`src/design/agnn_pkg.sv`:
```
package agnn_pkg;

    localparam int MAX_PARTICLES = 256;
    localparam int COORD_BITS    = 16;
    localparam int IDX_W         = 8;
    localparam int AREA_W        = 16;
    localparam int MARGIN_W      = 16;
    localparam int SIZE_W        = IDX_W + 1;
    localparam int ADDR_W        = $clog2(MAX_PARTICLES);
    localparam int RADIUS_W      = 18;
    localparam int DIFF_W        = COORD_BITS + 1;
    localparam int SQ_W          = 2 * DIFF_W;
    localparam int D2_W          = SQ_W + 2;
    localparam int ROOT_W        = (D2_W + 1) / 2;
    localparam int PROD_W        = AREA_W + MARGIN_W;

    localparam logic [MARGIN_W-1:0] MARGIN_RESET = MARGIN_W'(384);
    localparam logic [RADIUS_W-1:0] RADIUS_MAX   = '1;

    localparam logic REQ_LOAD  = 1'b0;
    localparam logic REQ_QUERY = 1'b1;

    typedef logic signed [COORD_BITS-1:0] coord_t;

    typedef struct packed {
        coord_t x;
        coord_t y;
        coord_t z;
    } pos_word_t;

    typedef struct packed {
        logic               req_type;
        logic [IDX_W-1:0]   index;
        logic [AREA_W-1:0]  area;
        logic signed [15:0] pos_x;
        logic signed [15:0] pos_y;
        logic signed [15:0] pos_z;
        logic               last;
    } req_t;

    typedef struct packed {
        logic [RADIUS_W-1:0] radius;
        logic                found;
    } result_t;

    typedef enum logic [2:0] {
        ST_IDLE,
        ST_QLATCH,
        ST_SCAN,
        ST_DRAIN,
        ST_SQRT,
        ST_DONE
    } state_t;

    typedef struct packed {
        logic load_we;
        logic capture;
        logic q_latch;
        logic scan_en;
        logic sqrt_start;
        logic emit;
    } ctrl_t;

    typedef struct packed {
        logic q_in_range;
        logic scan_last;
        logic pipe_empty;
        logic found;
        logic sqrt_done;
    } stat_t;

endpackage

```
`src/design/agnn_ctrl.sv`:
```
module agnn_ctrl
    import agnn_pkg::*;
(
    input  logic  clk,
    input  logic  rst_n,
    input  logic  start,
    input  req_t  req,
    input  stat_t stat,
    output ctrl_t cmd,
    output logic  busy
);

    state_t state_reg;
    state_t state_next;
    logic   accept;

    always_ff @(posedge clk or negedge rst_n)
    begin
        if (!rst_n)
        begin
            state_reg <= ST_IDLE;
        end
        else
        begin
            state_reg <= state_next;
        end
    end

    always_comb
    begin
        state_next = state_reg;
        cmd        = '0;
        busy       = state_reg != ST_IDLE;
        accept     = start && !busy;
        unique case (state_reg)
            ST_IDLE:
            begin
                if (accept && req.req_type == REQ_LOAD)
                begin
                    cmd.load_we = 32'(req.index) < 32'(MAX_PARTICLES);
                end
                else if (accept && req.req_type == REQ_QUERY)
                begin
                    cmd.capture = 1'b1;
                    state_next  = ST_QLATCH;
                end
            end
            ST_QLATCH:
            begin
                cmd.q_latch = 1'b1;
                state_next  = stat.q_in_range ? ST_SCAN : ST_DONE;
            end
            ST_SCAN:
            begin
                cmd.scan_en = 1'b1;
                if (stat.scan_last)
                begin
                    state_next = ST_DRAIN;
                end
            end
            ST_DRAIN:
            begin
                if (stat.pipe_empty)
                begin
                    cmd.sqrt_start = stat.found;
                    state_next     = stat.found ? ST_SQRT : ST_DONE;
                end
            end
            ST_SQRT:
            begin
                if (stat.sqrt_done)
                begin
                    state_next = ST_DONE;
                end
            end
            ST_DONE:
            begin
                cmd.emit   = 1'b1;
                state_next = ST_IDLE;
            end
            default:
            begin
                state_next = ST_IDLE;
            end
        endcase
    end

`ifndef NO_ASSERTIONS
    a_query_goes_busy: assert property (@(posedge clk) disable iff (!rst_n)
        (start && !busy && req.req_type == REQ_QUERY) |=> busy)
        else $error("query accepted but block not busy");

    a_emit_single: assert property (@(posedge clk) disable iff (!rst_n)
        cmd.emit |=> (!cmd.emit && !busy))
        else $error("result strobe longer than one cycle");

    a_scan_in_range: assert property (@(posedge clk) disable iff (!rst_n)
        cmd.scan_en |-> stat.q_in_range)
        else $error("scan running for out-of-range query");
`endif

endmodule

```
`config.mk`:
```
export PLATFORM = sky130hd
export DESIGN_NAME = agnn_ctrl
export DESIGN_NICKNAME = d
export VERILOG_FILES = /design/src/design/agnn_pkg.sv /design/src/design/agnn_ctrl.sv
export SDC_FILE = /design/constraint.sdc
export NUM_CORES = 1
export LEC_CHECK = 0
export BUFFER_PORTS_ARGS = -buffer_cell sky130_fd_sc_hd__buf_2
export CORE_UTILIZATION = 15
export CTS_BUF_LIST = sky130_fd_sc_hd__clkbuf_8 sky130_fd_sc_hd__clkbuf_16
export CTS_CLUSTER_DIAMETER = 150
export CTS_CLUSTER_SIZE = 16
export DETAILED_ROUTE_END_ITERATION = 16
export GPL_ROUTABILITY_DRIVEN = 0
export HOLD_SLACK_MARGIN = 0.05
export PLACE_DENSITY = 0.74
export SETUP_SLACK_MARGIN = 0.2
export SLEW_MARGIN = 20
export SYNTH_ARGS = -nofsm -noshare
export SYNTH_HDL_FRONTEND = slang
export SYNTH_SLANG_ARGS = --single-unit
```
`constraint.sdc`:
```
create_clock -name clk -period 1.1 [get_ports clk]
set_clock_uncertainty 0.15 [all_clocks]
set_input_delay 0.11 -clock clk [delete_from_list [all_inputs] [get_ports clk]]
set_output_delay 0.11 -clock clk [all_outputs]
set_load 0.02 [all_outputs]
```
Word level (Yosys, flattened, before mapping). Cells that the tools add are included. W data, S select, Z words.

Equal/unequal tests: 10. Multiplexer cells: 17. Bitwise operators: 1. Reductions and logical operators: 7.

Operator list (count): $mux W3 (6); $pmux W3 S5 (1); $ne A2 B2 Y1 const B (5); $mux W1 (9); $eq A3 B2 Y1 const B (2); $eq A3 B3 Y1 const B (2); $reduce_and A5 Y1 (1); $eq A3 B1 Y1 const B (1); $logic_and A1 B1 Y1 (3); $logic_not A3 Y1 (1); $reduce_bool A3 Y1 (1); $mux W2 (1); $logic_not A1 Y1 (1); $not A1 Y1 (1).

Flip-flop bits (word level): 3. Bits of input ports: 82. Output and inout bits: 7. Word-level logic and storage cells: 36.

Logic depth before layout (Yosys ltp). Gate-level depths: netlist of run 1.

Depth in word-level cells: 7. Mapped depth: 4. Depth with buffers taken out: 3.

Worst setup path after synthesis of run 1. OpenSTA, ideal clock, no wires.

Path kind: register -> output. Start: register state_reg[2]. End: output cmd[2] in the netlist's numbering. Arrival: 1049 ps. Slack: -209 ps. Cell stages (with the launch flop): 3. Path through: dfrtp_1 buf_2 nor3b_1.

RTL lines: start, declared (line agnn_ctrl.sv:13) `state_t state_reg;`; start signal, assigned (line agnn_ctrl.sv:25) `state_reg <= state_next;`; end, declared (line agnn_ctrl.sv:9) `output ctrl_t cmd,`.

==> reports/summary.txt, run 1 <==
status - finished with violations
failing checks - negative setup slack
max_cap viols - 0
Worst Reg-to-Reg Cells - 5
Seq/Total Area, Yosys - 29.0%
DP Wirelength - 594 um
DRC - 0
crit-path max FO - 4
Final Hold Viols - 0
reg-to-reg startpoint - state_reg[1]
router iterations before antenna repair - 4
Mapped Area - 259 um^2
DRT antenna net count - 0
P_sw - 0.589 mW
DR WL/cell - 11.7 um
post-layout min period - 1.45 ns
chip width - 43.6 um
via count - 321
sequential share of power - 15.6%
Hold Slack - 0.0661 ns
Post-Syn Nets - 114
CTS H-Tree Depth - 1
largest net degree at the start of global routing - 9
Core Area - 0.00156 mm^2
Yosys top cell area share - 29.0%
first-pass GRT wire length - 1350 um
total wire length - 839 um
Tot Pwr - 1.49 mW
Synthesis Warnings - 0
TritonCTS buffer count - 3
Hold Crit Class - input pin to asynchronous set/reset pin
initial antenna violation count - 0
Max Clk Rate - 690 MHz
layout cells sized above 1 - 69.6%
headroom to the max-slew limit - 86.5%
Final Non-Filler Cells - 72
Yosys top cell by area - dfrtp_1
Comb power frac - 63.1%
max-slew violation count - 0
DR vias/cell - 4.46
Area Overhead vs Synth - 106%
CP Capture Type - output port
PD cells - 2780 mW/mm^2
Leak - 0.248 nW
cell count after placement - 64
Root Buffer - clkbuf_8
average size of a mapped cell - 8.09 um^2
CP arrival - 1.19 ns
final worst slack - -0.350 ns
sw frac - 39.7%
CTS sink count - 3
Util after Layout - 34.3%
slew at the pin closest to its max-slew limit - 0.201 ns
1st-iter DRT viols - 9
cell count after synthesis - 32
CTS tree - built
clock power share - 21.3%
flip-flop and latch count after synthesis - 3
worst skew pair latency - 0.22 ns
FP Rows - 14
GR Util All Layers - 10.3%
die area - 0.00190 mm^2
period utilization - 132%
internal power - 0.896 mW
clock tree buffer depth - 2
Overflow after GRT - 0
FILL cells - 164
Clock Pin Slew Worst Setup and Hold Paths - 0.04 ns
Die Ht - 43.6 um
Inserted Diodes - 0
I/O Pins - 89
Port Buffers - 15
initial core utilization - 16.6%
number of global-route vias before repair - 320
VDD IR max - 952 uV
RSZ-0062 raised after global routing - yes
max reg flops - 3
Final setup viols - 10
final net count - 139
CP Data Required Time - 0.84 ns
Setup CP Type - flip-flop to output port
crit start category - flip-flop
top cells by area, synth - dfrtp_1, a32o_1, nand2b_1, nor2_1, and3b_1
post-synth cell types - 18
critical path launch point - state_reg[2]
-- per-layer routing --
layer	share of wire (%)	wire, um	GRT usage (%)	up-vias
met5	0	0	0	-
met4	0	0	9.38	0
met3	3.6	30	2.50	0
met2	61	515	17.3	7
met1	35	293	10.5	156
li1	-	-	-	158
-- through the flow --
| step | TNS, ns | setup WS, ns | area, um^2 |
|---|---|---|---|
| after detailed placement | -1.35 | -0.217 | 407 |
| after global routing | -3.06 | -0.403 | 534 |
| after global placement | -1.16 | -0.182 | 407 |
| final | -2.57 | -0.350 | 534 |
| after CTS | -2.66 | -0.363 | 524 |
| after floorplan | -0.230 | -0.0866 | 315 |
-- kinds of logic (layout without fill, tap and decap cells) --
| kind of cell | Yosys count | in the layout | share of synthesized area [%] |
|---|---|---|---|
| AOI/OAI and AO/OA | 6 | 6 | 16.9 |
| and+or+nand+nor | 19 | 19 | 44.5 |
| DFF | 3 | 3 | 29.0 |
| buffers and inverters | 4 | 28 | 9.66 |
-- final timing paths --
path                                endpoint  slack (ns)
worst max-delay path                  cmd[4]       -0.35
worst min-delay path            state_reg[0]        0.07
worst max register to register  state_reg[0]       -0.23
worst min register to register  state_reg[1]        0.45
max in group asynchronous       state_reg[1]        0.61
min in group clk                state_reg[0]        0.12
-- power by group through the flow --
stage	sequential, mW	combinational, mW	clock, mW
after floorplan	0.181	0.629	0
after global placement	0.237	0.696	0
after detailed placement	0.242	0.717	0
after CTS	0.230	0.908	0.316
after global routing	0.238	1.01	0.331
final	0.231	0.938	0.317
-- worst max-delay path, stage by stage (launching register included) --
cell	delay, ns
dfrtp_2	0.43
nor3_4	0.23
and3_4	0.21
buf_6	0.11
-- final cells by class --
type	instances	area [um^2]	share of cell area (%)
clock buffer	3	41.3	7.73
clock inverter	1	3.75	0.703
inverter	1	3.75	0.703
multi-input combinational	25	206	38.6
sequential	3	77.6	14.5
tap	16	20.0	3.75
timing repair buffer	23	181	34.0
-- layout by cell type, fill, tap and decap left out --
master / Yosys / layout
dlygate4sd3_1: 0 / 1
clkbuf_8: 0 / 3
and3b_2: 0 / 1
nor3_4: 1 / 1
a21oi_1: 2 / 1
buf_4: 0 / 6
a21oi_2: 1 / 2
buf_6: 1 / 5
and3b_1: 2 / 1
buf_2: 2 / 10
nand2_1: 3 / 2
and3_4: 0 / 1
nor2_4: 0 / 3
a32o_1: 2 / 2
or2b_1: 1 / 1
dfrtp_2: 0 / 2
buf_12: 0 / 1
o21ai_1: 0 / 1
nand2b_1: 3 / 2
nand2b_2: 0 / 1
dfrtp_1: 3 / 1
nand3_2: 0 / 1
nand2_2: 0 / 1
nor2b_1: 1 / 1
inv_1: 1 / 2
nor3b_2: 0 / 1
nor2_1: 5 / 2
-- Yosys cell counts --
master	count
nor2_1	5
dfrtp_1	3
nand2_1	3
nand2b_1	3
a21oi_1	2
a32o_1	2
and3b_1	2
buf_2	2
a21oi_2	1
and3_1	1
buf_6	1
inv_1	1
nand3_1	1
nor2b_1	1
nor3_4	1
nor3b_1	1
o21ai_0	1
or2b_1	1
-- timing repair --
| item | 4_1_cts | 5_1_grt |
|---|---|---|
| hold endpoints to repair | 3 | 0 |
| resized for setup | 10 | 3 |
| pin swaps | 5 | 2 |
| endpoints found under the setup margin | 10 | 10 |
| setup buffers | 3 | 0 |
| hold buffers | 1 | 0 |
(Power assumes the default switching activity.)
==> run 2: changes to the inputs <==
==> constraint.sdc (replaced) <==
create_clock -name clk -period 1.1 [get_ports clk]
set_clock_uncertainty 0.15 [all_clocks]
set_input_delay 0.11 -clock clk [delete_from_list [all_inputs] [get_ports clk]]
set_output_delay 0.11 -clock clk [all_outputs]
set_load 0.05 [all_outputs]
==> run 2 against run 1 <==
Net effect: the flow finishes with violations (design-rule violations, negative setup slack); sequential cell count is the same; global-route usage up 1.7 points; cell count up 8.3%; sequential power is 10% higher; routed wire length up 20%; critical path depth did not move; worst setup slack worse by 0.073 ns; critical endpoint unchanged.
==> reports/summary.txt, run 2 (synthesis gave the netlist of run 1 again) <==
slew at the pin closest to its max-slew limit - 0.196 ns (-0.00511 ns)
Setup CP Type - flip-flop to output port
worst-path cell chain - nor3_4 -> and3_4 -> buf_8
clock power share - 15.4% (-5.9 points)
Max Clk Rate - 657 MHz (-4.8%)
initial antenna violation count - 0 (unchanged)
CTS H-Tree Depth - 1 (unchanged)
final worst slack - -0.423 ns (-0.0728 ns)
die area - 0.00190 mm^2 (unchanged)
Core Area - 0.00156 mm^2 (unchanged)
period utilization - 138% (+6.6 points)
Hold Crit Class - input pin to asynchronous set/reset pin
CP Capture Type - output port
most frequent cells in the layout - buf_6, buf_2, buf_4
VDD IR max - 1050 uV (+10%)
CTS sink count - 3 (unchanged)
sequential share of power - 12.7% (-2.9 points)
most common cell after layout, fill and taps aside - buf_6
CTS tree - built
Leak - 0.295 nW (+19%)
Port Buffers - 15 (unchanged)
RSZ-0062 raised after global routing - yes
FILL cells - 152 (-7.3%)
final net count - 145 (+4.3%)
headroom to the max-slew limit - 86.9% (+0.34 points)
via count - 332 (+3.4%)
Die Ht - 43.6 um (unchanged)
slowest stage delay, CP - 0.43 ns (about the same)
P_sw - 0.853 mW (+45%)
max-slew violation count - 0 (unchanged)
Final setup viols - 10 (unchanged)
CP arrival - 1.26 ns (+0.07 ns)
wl on met1 - 418 um (+43%)
post-layout min period - 1.52 ns (+0.0728 ns)
DR vias/cell - 4.26 (-4.5%)
GR Util All Layers - 12.0% (+1.7 points)
PD cells - 3080 mW/mm^2 (+11%)
met3 WL - 26 um (-13%)
setup slack, reg-to-reg - -0.29 ns (-0.06 ns)
DP Wirelength - 604 um (+1.6%)
FP Rows - 14 (unchanged)
TritonCTS buffer count - 3 (unchanged)
Root Buffer - clkbuf_8
max reg flops - 3 (unchanged)
crit start category - flip-flop
failing checks - design-rule violations, negative setup slack
sw frac - 42.6% (+3.0 points)
Final Hold Viols - 0 (unchanged)
Overflow after GRT - 0 (unchanged)
clock tree buffer depth - 2 (unchanged)
initial core utilization - 16.6% (unchanged)
DR WL/cell - 12.9 um (+11%)
Comb power frac - 71.9% (+8.8 points)
chip width - 43.6 um (unchanged)
CP Data Required Time - 0.84 ns (about the same)
largest net degree at the start of global routing - 7 (-2)
I/O Pins - 89 (unchanged)
reg-to-reg startpoint - state_reg[1]
number of global-route vias before repair - 331 (+3.4%)
Inserted Diodes - 0 (unchanged)
worst flop-to-flop path endpoint - state_reg[2]
Util after Layout - 41.7% (+7.4 points)
internal power - 1.15 mW (+28%)
crit-path max FO - 4 (unchanged)
Hold Slack - 0.0681 ns (+0.00195 ns)
Highest Signal Layer - met4
max_cap viols - 0 (unchanged)
DRC - 3 (+3)
worst skew pair latency - 0.21 ns (about the same)
total wire length - 1010 um (+20%)
WL met2 - 547 um (+6.2%)
cell family with most CP delay - simple AND/OR/NAND/NOR gates
Clock Pin Slew Worst Setup and Hold Paths - 0.03 ns (about the same)
WP buf/inv - 1 (unchanged)
1st-iter DRT viols - 4 (-5)
Tot Pwr - 2.00 mW (+35%)
Worst Reg-to-Reg Cells - 4 (-1)
critical path launch point - state_reg[2]
layout cells sized above 1 - 75.8% (+6.2 points)
Post-Route Setup TNS - -3.17 ns (-0.601 ns)
Slowest-stage cell, CP - dfrtp_2
DRT antenna net count - 0 (unchanged)
router iterations before antenna repair - 9 (+5)
Area Overhead vs Synth - 151%
first-pass GRT wire length - 1570 um (+16%)
status - finished with violations
-- run 2: cell count changes in the layout (fill, tap and decap cells not counted), sizes merged --
cell / before / now
buf: 22 / 28
-- run 2: cell type report --
cell class | count | area, um^2 | area share [%]
clock buffer | 3 | 41.3 | 6.36
clock inverter | 1 | 3.75 | 0.578
inverter | 1 | 3.75 | 0.578
multi-input combinational | 25 | 229 | 35.3
sequential | 3 | 78.8 | 12.1
tap | 16 | 20.0 | 3.08
timing repair buffer | 29 | 273 | 42.0
-- run 2: how the worst max path moves through the flow --
stage / endpoint / slack, ns / cells after the start
3_5_place_dp: cmd[4] / -0.30 / 3
3_3_place_gp: cmd[4] / -0.24 / 3
2_1_floorplan: cmd[5] / -0.22 / 4
6_report: cmd[4] / -0.42 / 3
5_1_grt: cmd[4] / -0.46 / 3
4_1_cts: cmd[4] / -0.43 / 3
-- run 2: stage by stage --
stage	instance area (um^2)	cells	worst slack (ns)
after floorplan	318	32	-0.218
after global placement	424	66	-0.244
after detailed placement	424	66	-0.297
after CTS	634	77	-0.425
after global routing	649	78	-0.464
final	649	78	-0.423
-- run 2: what timing repair did --
action,in CTS,in global routing
hold buffers,1,0
endpoints found under the setup margin,10,10
pin swaps,7,2
setup buffers,6,1
gates cloned,0,0
endpoints found under the hold margin,3,0
resized for setup,28,3
-- run 2: power groups by stage --
| stage | combinational [mW] | sequential (mW) | clock [mW] |
|---|---|---|---|
| 2_1_floorplan | 0.824 | 0.181 | 0 |
| 4_1_cts | 1.36 | 0.245 | 0.321 |
| 3_5_place_dp | 0.940 | 0.250 | 0 |
| 6_report | 1.44 | 0.255 | 0.308 |
| 3_3_place_gp | 0.923 | 0.240 | 0 |
| 5_1_grt | 1.52 | 0.263 | 0.333 |
-- run 2: routing by layer --
| layer | track usage [%] | up-vias |
|---|---|---|
| met1 | 13.2 | 152 |
| li1 | - | 169 |
| met3 | 2.50 | 2 |
| met2 | 20.0 | 9 |
| met5 | 0 | - |
| met4 | 9.38 | 0 |
==> run 3: changes to the inputs <==
--- a/config.mk
+++ b/config.mk
@@ -6,6 +6,7 @@
 export NUM_CORES = 1
 export LEC_CHECK = 0
 export BUFFER_PORTS_ARGS = -buffer_cell sky130_fd_sc_hd__buf_2
+export CORE_MARGIN = 5
 export CORE_UTILIZATION = 15
 export CTS_BUF_LIST = sky130_fd_sc_hd__clkbuf_8 sky130_fd_sc_hd__clkbuf_16
 export CTS_CLUSTER_DIAMETER = 150
@@ -14,6 +15,7 @@
 export GPL_ROUTABILITY_DRIVEN = 0
 export HOLD_SLACK_MARGIN = 0.05
 export PLACE_DENSITY = 0.74
+export RECOVER_POWER = 50
 export SETUP_SLACK_MARGIN = 0.2
 export SLEW_MARGIN = 20
 export SYNTH_ARGS = -nofsm -noshare
==> run 3 against run 2 <==
Net effect: the run ends with negative setup slack left; first-iteration DRC count down 50%; non-clock buffer count down 3; utilization down 5.0 points; sequential cell count unchanged; cell count down 2.6%; die area up 40%; sequential power down 7%; critical path depth unchanged; sequential share of layout area up 0.39 points; cell area down 4.6%; worst setup slack better by 0.021 ns; power down 4.2%; largest cell class unchanged; largest power group unchanged.
==> reports/summary.txt, run 3 (synthesis gave the netlist of run 1 again) <==
max_cap viols - 0 (unchanged)
I/O Pins - 89 (unchanged)
initial antenna violation count - 0 (unchanged)
Port Buffers - 15 (unchanged)
sw frac - 43.3% (+0.67 points)
critical path depth - 3 (unchanged)
status - finished with violations
number of global-route vias before repair - 355 (+7.3%)
clock power share - 15.9% (+0.5 points)
failing checks - negative setup slack
CP Data Required Time - 0.84 ns (about the same)
1st-iter DRT viols - 2 (-2)
Comb power frac - 71.8% (about the same)
max-slew violation count - 0 (unchanged)
CTS H-Tree Depth - 1 (unchanged)
most common cell after layout, fill and taps aside - buf_6
router iterations before antenna repair - 2 (-7)
die area - 0.00266 mm^2 (+40%)
slowest stage delay, CP - 0.43 ns (about the same)
crit start category - flip-flop
Root Buffer - clkbuf_8
Tot Pwr - 1.92 mW (-4.2%)
TritonCTS buffer count - 3 (unchanged)
Clock Pin Slew Worst Setup and Hold Paths - 0.03 ns (about the same)
Setup CP Type - flip-flop to output port
WP buf/inv - 1 (unchanged)
most frequent cells in the layout - buf_6, buf_2, buf_4
internal power - 1.09 mW (-5.4%)
headroom to the max-slew limit - 86.6% (-0.32 points)
chip width - 51.6 um (+18%)
FP Rows - 15 (+1)
WL met2 - 430 um (-21%)
CTS tree - built
DR vias/cell - 4.25 (-0.15%)
final worst slack - -0.403 ns (+0.0205 ns)
post-layout min period - 1.50 ns (-0.0205 ns)
Post-Route Setup TNS - -2.95 ns (+0.222 ns)
Slowest-stage cell, CP - dfrtp_2
layout cells sized above 1 - 74.6% (-1.2 points)
worst skew pair latency - 0.21 ns (about the same)
Worst Reg-to-Reg Cells - 5 (+1)
via count - 323 (-2.7%)
P_sw - 0.829 mW (-2.7%)
PD cells - 3090 mW/mm^2 (+0.40%)
slew at the pin closest to its max-slew limit - 0.201 ns (+0.00478 ns)
CP arrival - 1.24 ns (-0.02 ns)
Core Area - 0.00169 mm^2 (+8.3%)
DP Wirelength - 646 um (+6.9%)
VDD IR max - 1580 uV (+51%)
DR WL/cell - 11.9 um (-7.6%)
Final setup viols - 10 (unchanged)
RSZ-0062 raised after global routing - yes
Inserted Diodes - 0 (unchanged)
clock tree buffer depth - 2 (unchanged)
Highest Signal Layer - met4
Final Hold Viols - 0 (unchanged)
DRT antenna net count - 0 (unchanged)
sequential share of power - 12.3% (-0.4 points)
DRC - 0 (-3)
worst-path cell chain - nor3_4 -> and3_4 -> buf_8
initial core utilization - 15.3% (-1.3 points)
Hold Crit Class - input pin to asynchronous set/reset pin
Die Ht - 51.6 um (+18%)
total wire length - 905 um (-10%)
crit-path max FO - 3 (-1)
largest net degree at the start of global routing - 10 (+3)
Overflow after GRT - 0 (unchanged)
max reg flops - 3 (unchanged)
met3 WL - 61 um (+130%)
Max Clk Rate - 666 MHz (+1.4%)
wl on met1 - 371 um (-11%)
first-pass GRT wire length - 1500 um (-4.0%)
Leak - 0.282 nW (-4.4%)
CTS sink count - 3 (unchanged)
CP Capture Type - output port
period utilization - 137% (-1.9 points)
cell family with most CP delay - simple AND/OR/NAND/NOR gates
final net count - 142 (-2.1%)
Area Overhead vs Synth - 139%
GR Util All Layers - 8.37% (-3.7 points)
-- run 3: layout make-up --
class | count | area (um^2)
timing repair buffer | 26 | 238
tap | 17 | 21.3
sequential | 3 | 77.6
clock buffer | 3 | 41.3
fill | 174 | 1070
inverter | 1 | 3.75
multi-input combinational | 25 | 234
clock inverter | 1 | 3.75
-- run 3: final timing paths --
check,slack (ns),startpoint,end
max in group asynchronous,0.52,rst_n,state_reg[2]
min in group clk,0.13,stat[3],state_reg[0]
hold reg to reg,0.50,state_reg[2],state_reg[1]
setup / recovery,-0.40,state_reg[1],cmd[4]
setup reg to reg,-0.24,state_reg[1],state_reg[0]
hold / removal,0.1,rst_n,state_reg[0]
-- run 3: repair_timing --
item,CTS,global route
pin swaps,6,2
hold buffers,1,0
endpoints found under the setup margin,10,10
resized for setup,27,3
hold endpoints to repair,3,0
buffers inserted,3,1
-- run 3: stage by stage --
step	hold slack [ns]	instance area [um^2]	utilization [%]	setup slack (ns)	cells
floorplan	-0.336	318	-	-0.218	32
global placement	-0.236	425	25.2	-0.262	67
global route	0.134	619	36.7	-0.449	76
finish	0.0979	619	36.7	-0.403	76
detailed placement	-0.239	425	25.2	-0.305	67
CTS	0.0917	608	36.0	-0.419	75
-- run 3: metal layers --
metal | global-route usage (%) | vias up
li1 | - | 163
met1 | 8.44 | 144
met2 | 11.4 | 12
met3 | 4.30 | 4
met4 | 9.61 | 0
met5 | 0 | -
-- run 3: power by group through the flow --
stage	registers (mW)	logic (mW)	clock network, mW
floorplan	0.181	0.824	0
detailed placement	0.242	0.954	0
finish	0.236	1.38	0.304
global placement	0.239	0.935	0
global route	0.246	1.46	0.323
CTS	0.238	1.31	0.314
-- run 3: worst register-to-register path: cells and delay by family (launching register included) --
family / cells / cell delay, ns
DFF: 1 / 0.43
AOI/OAI and AO/OA: 3 / 0.38
buffers and inverters: 2 / 0.26
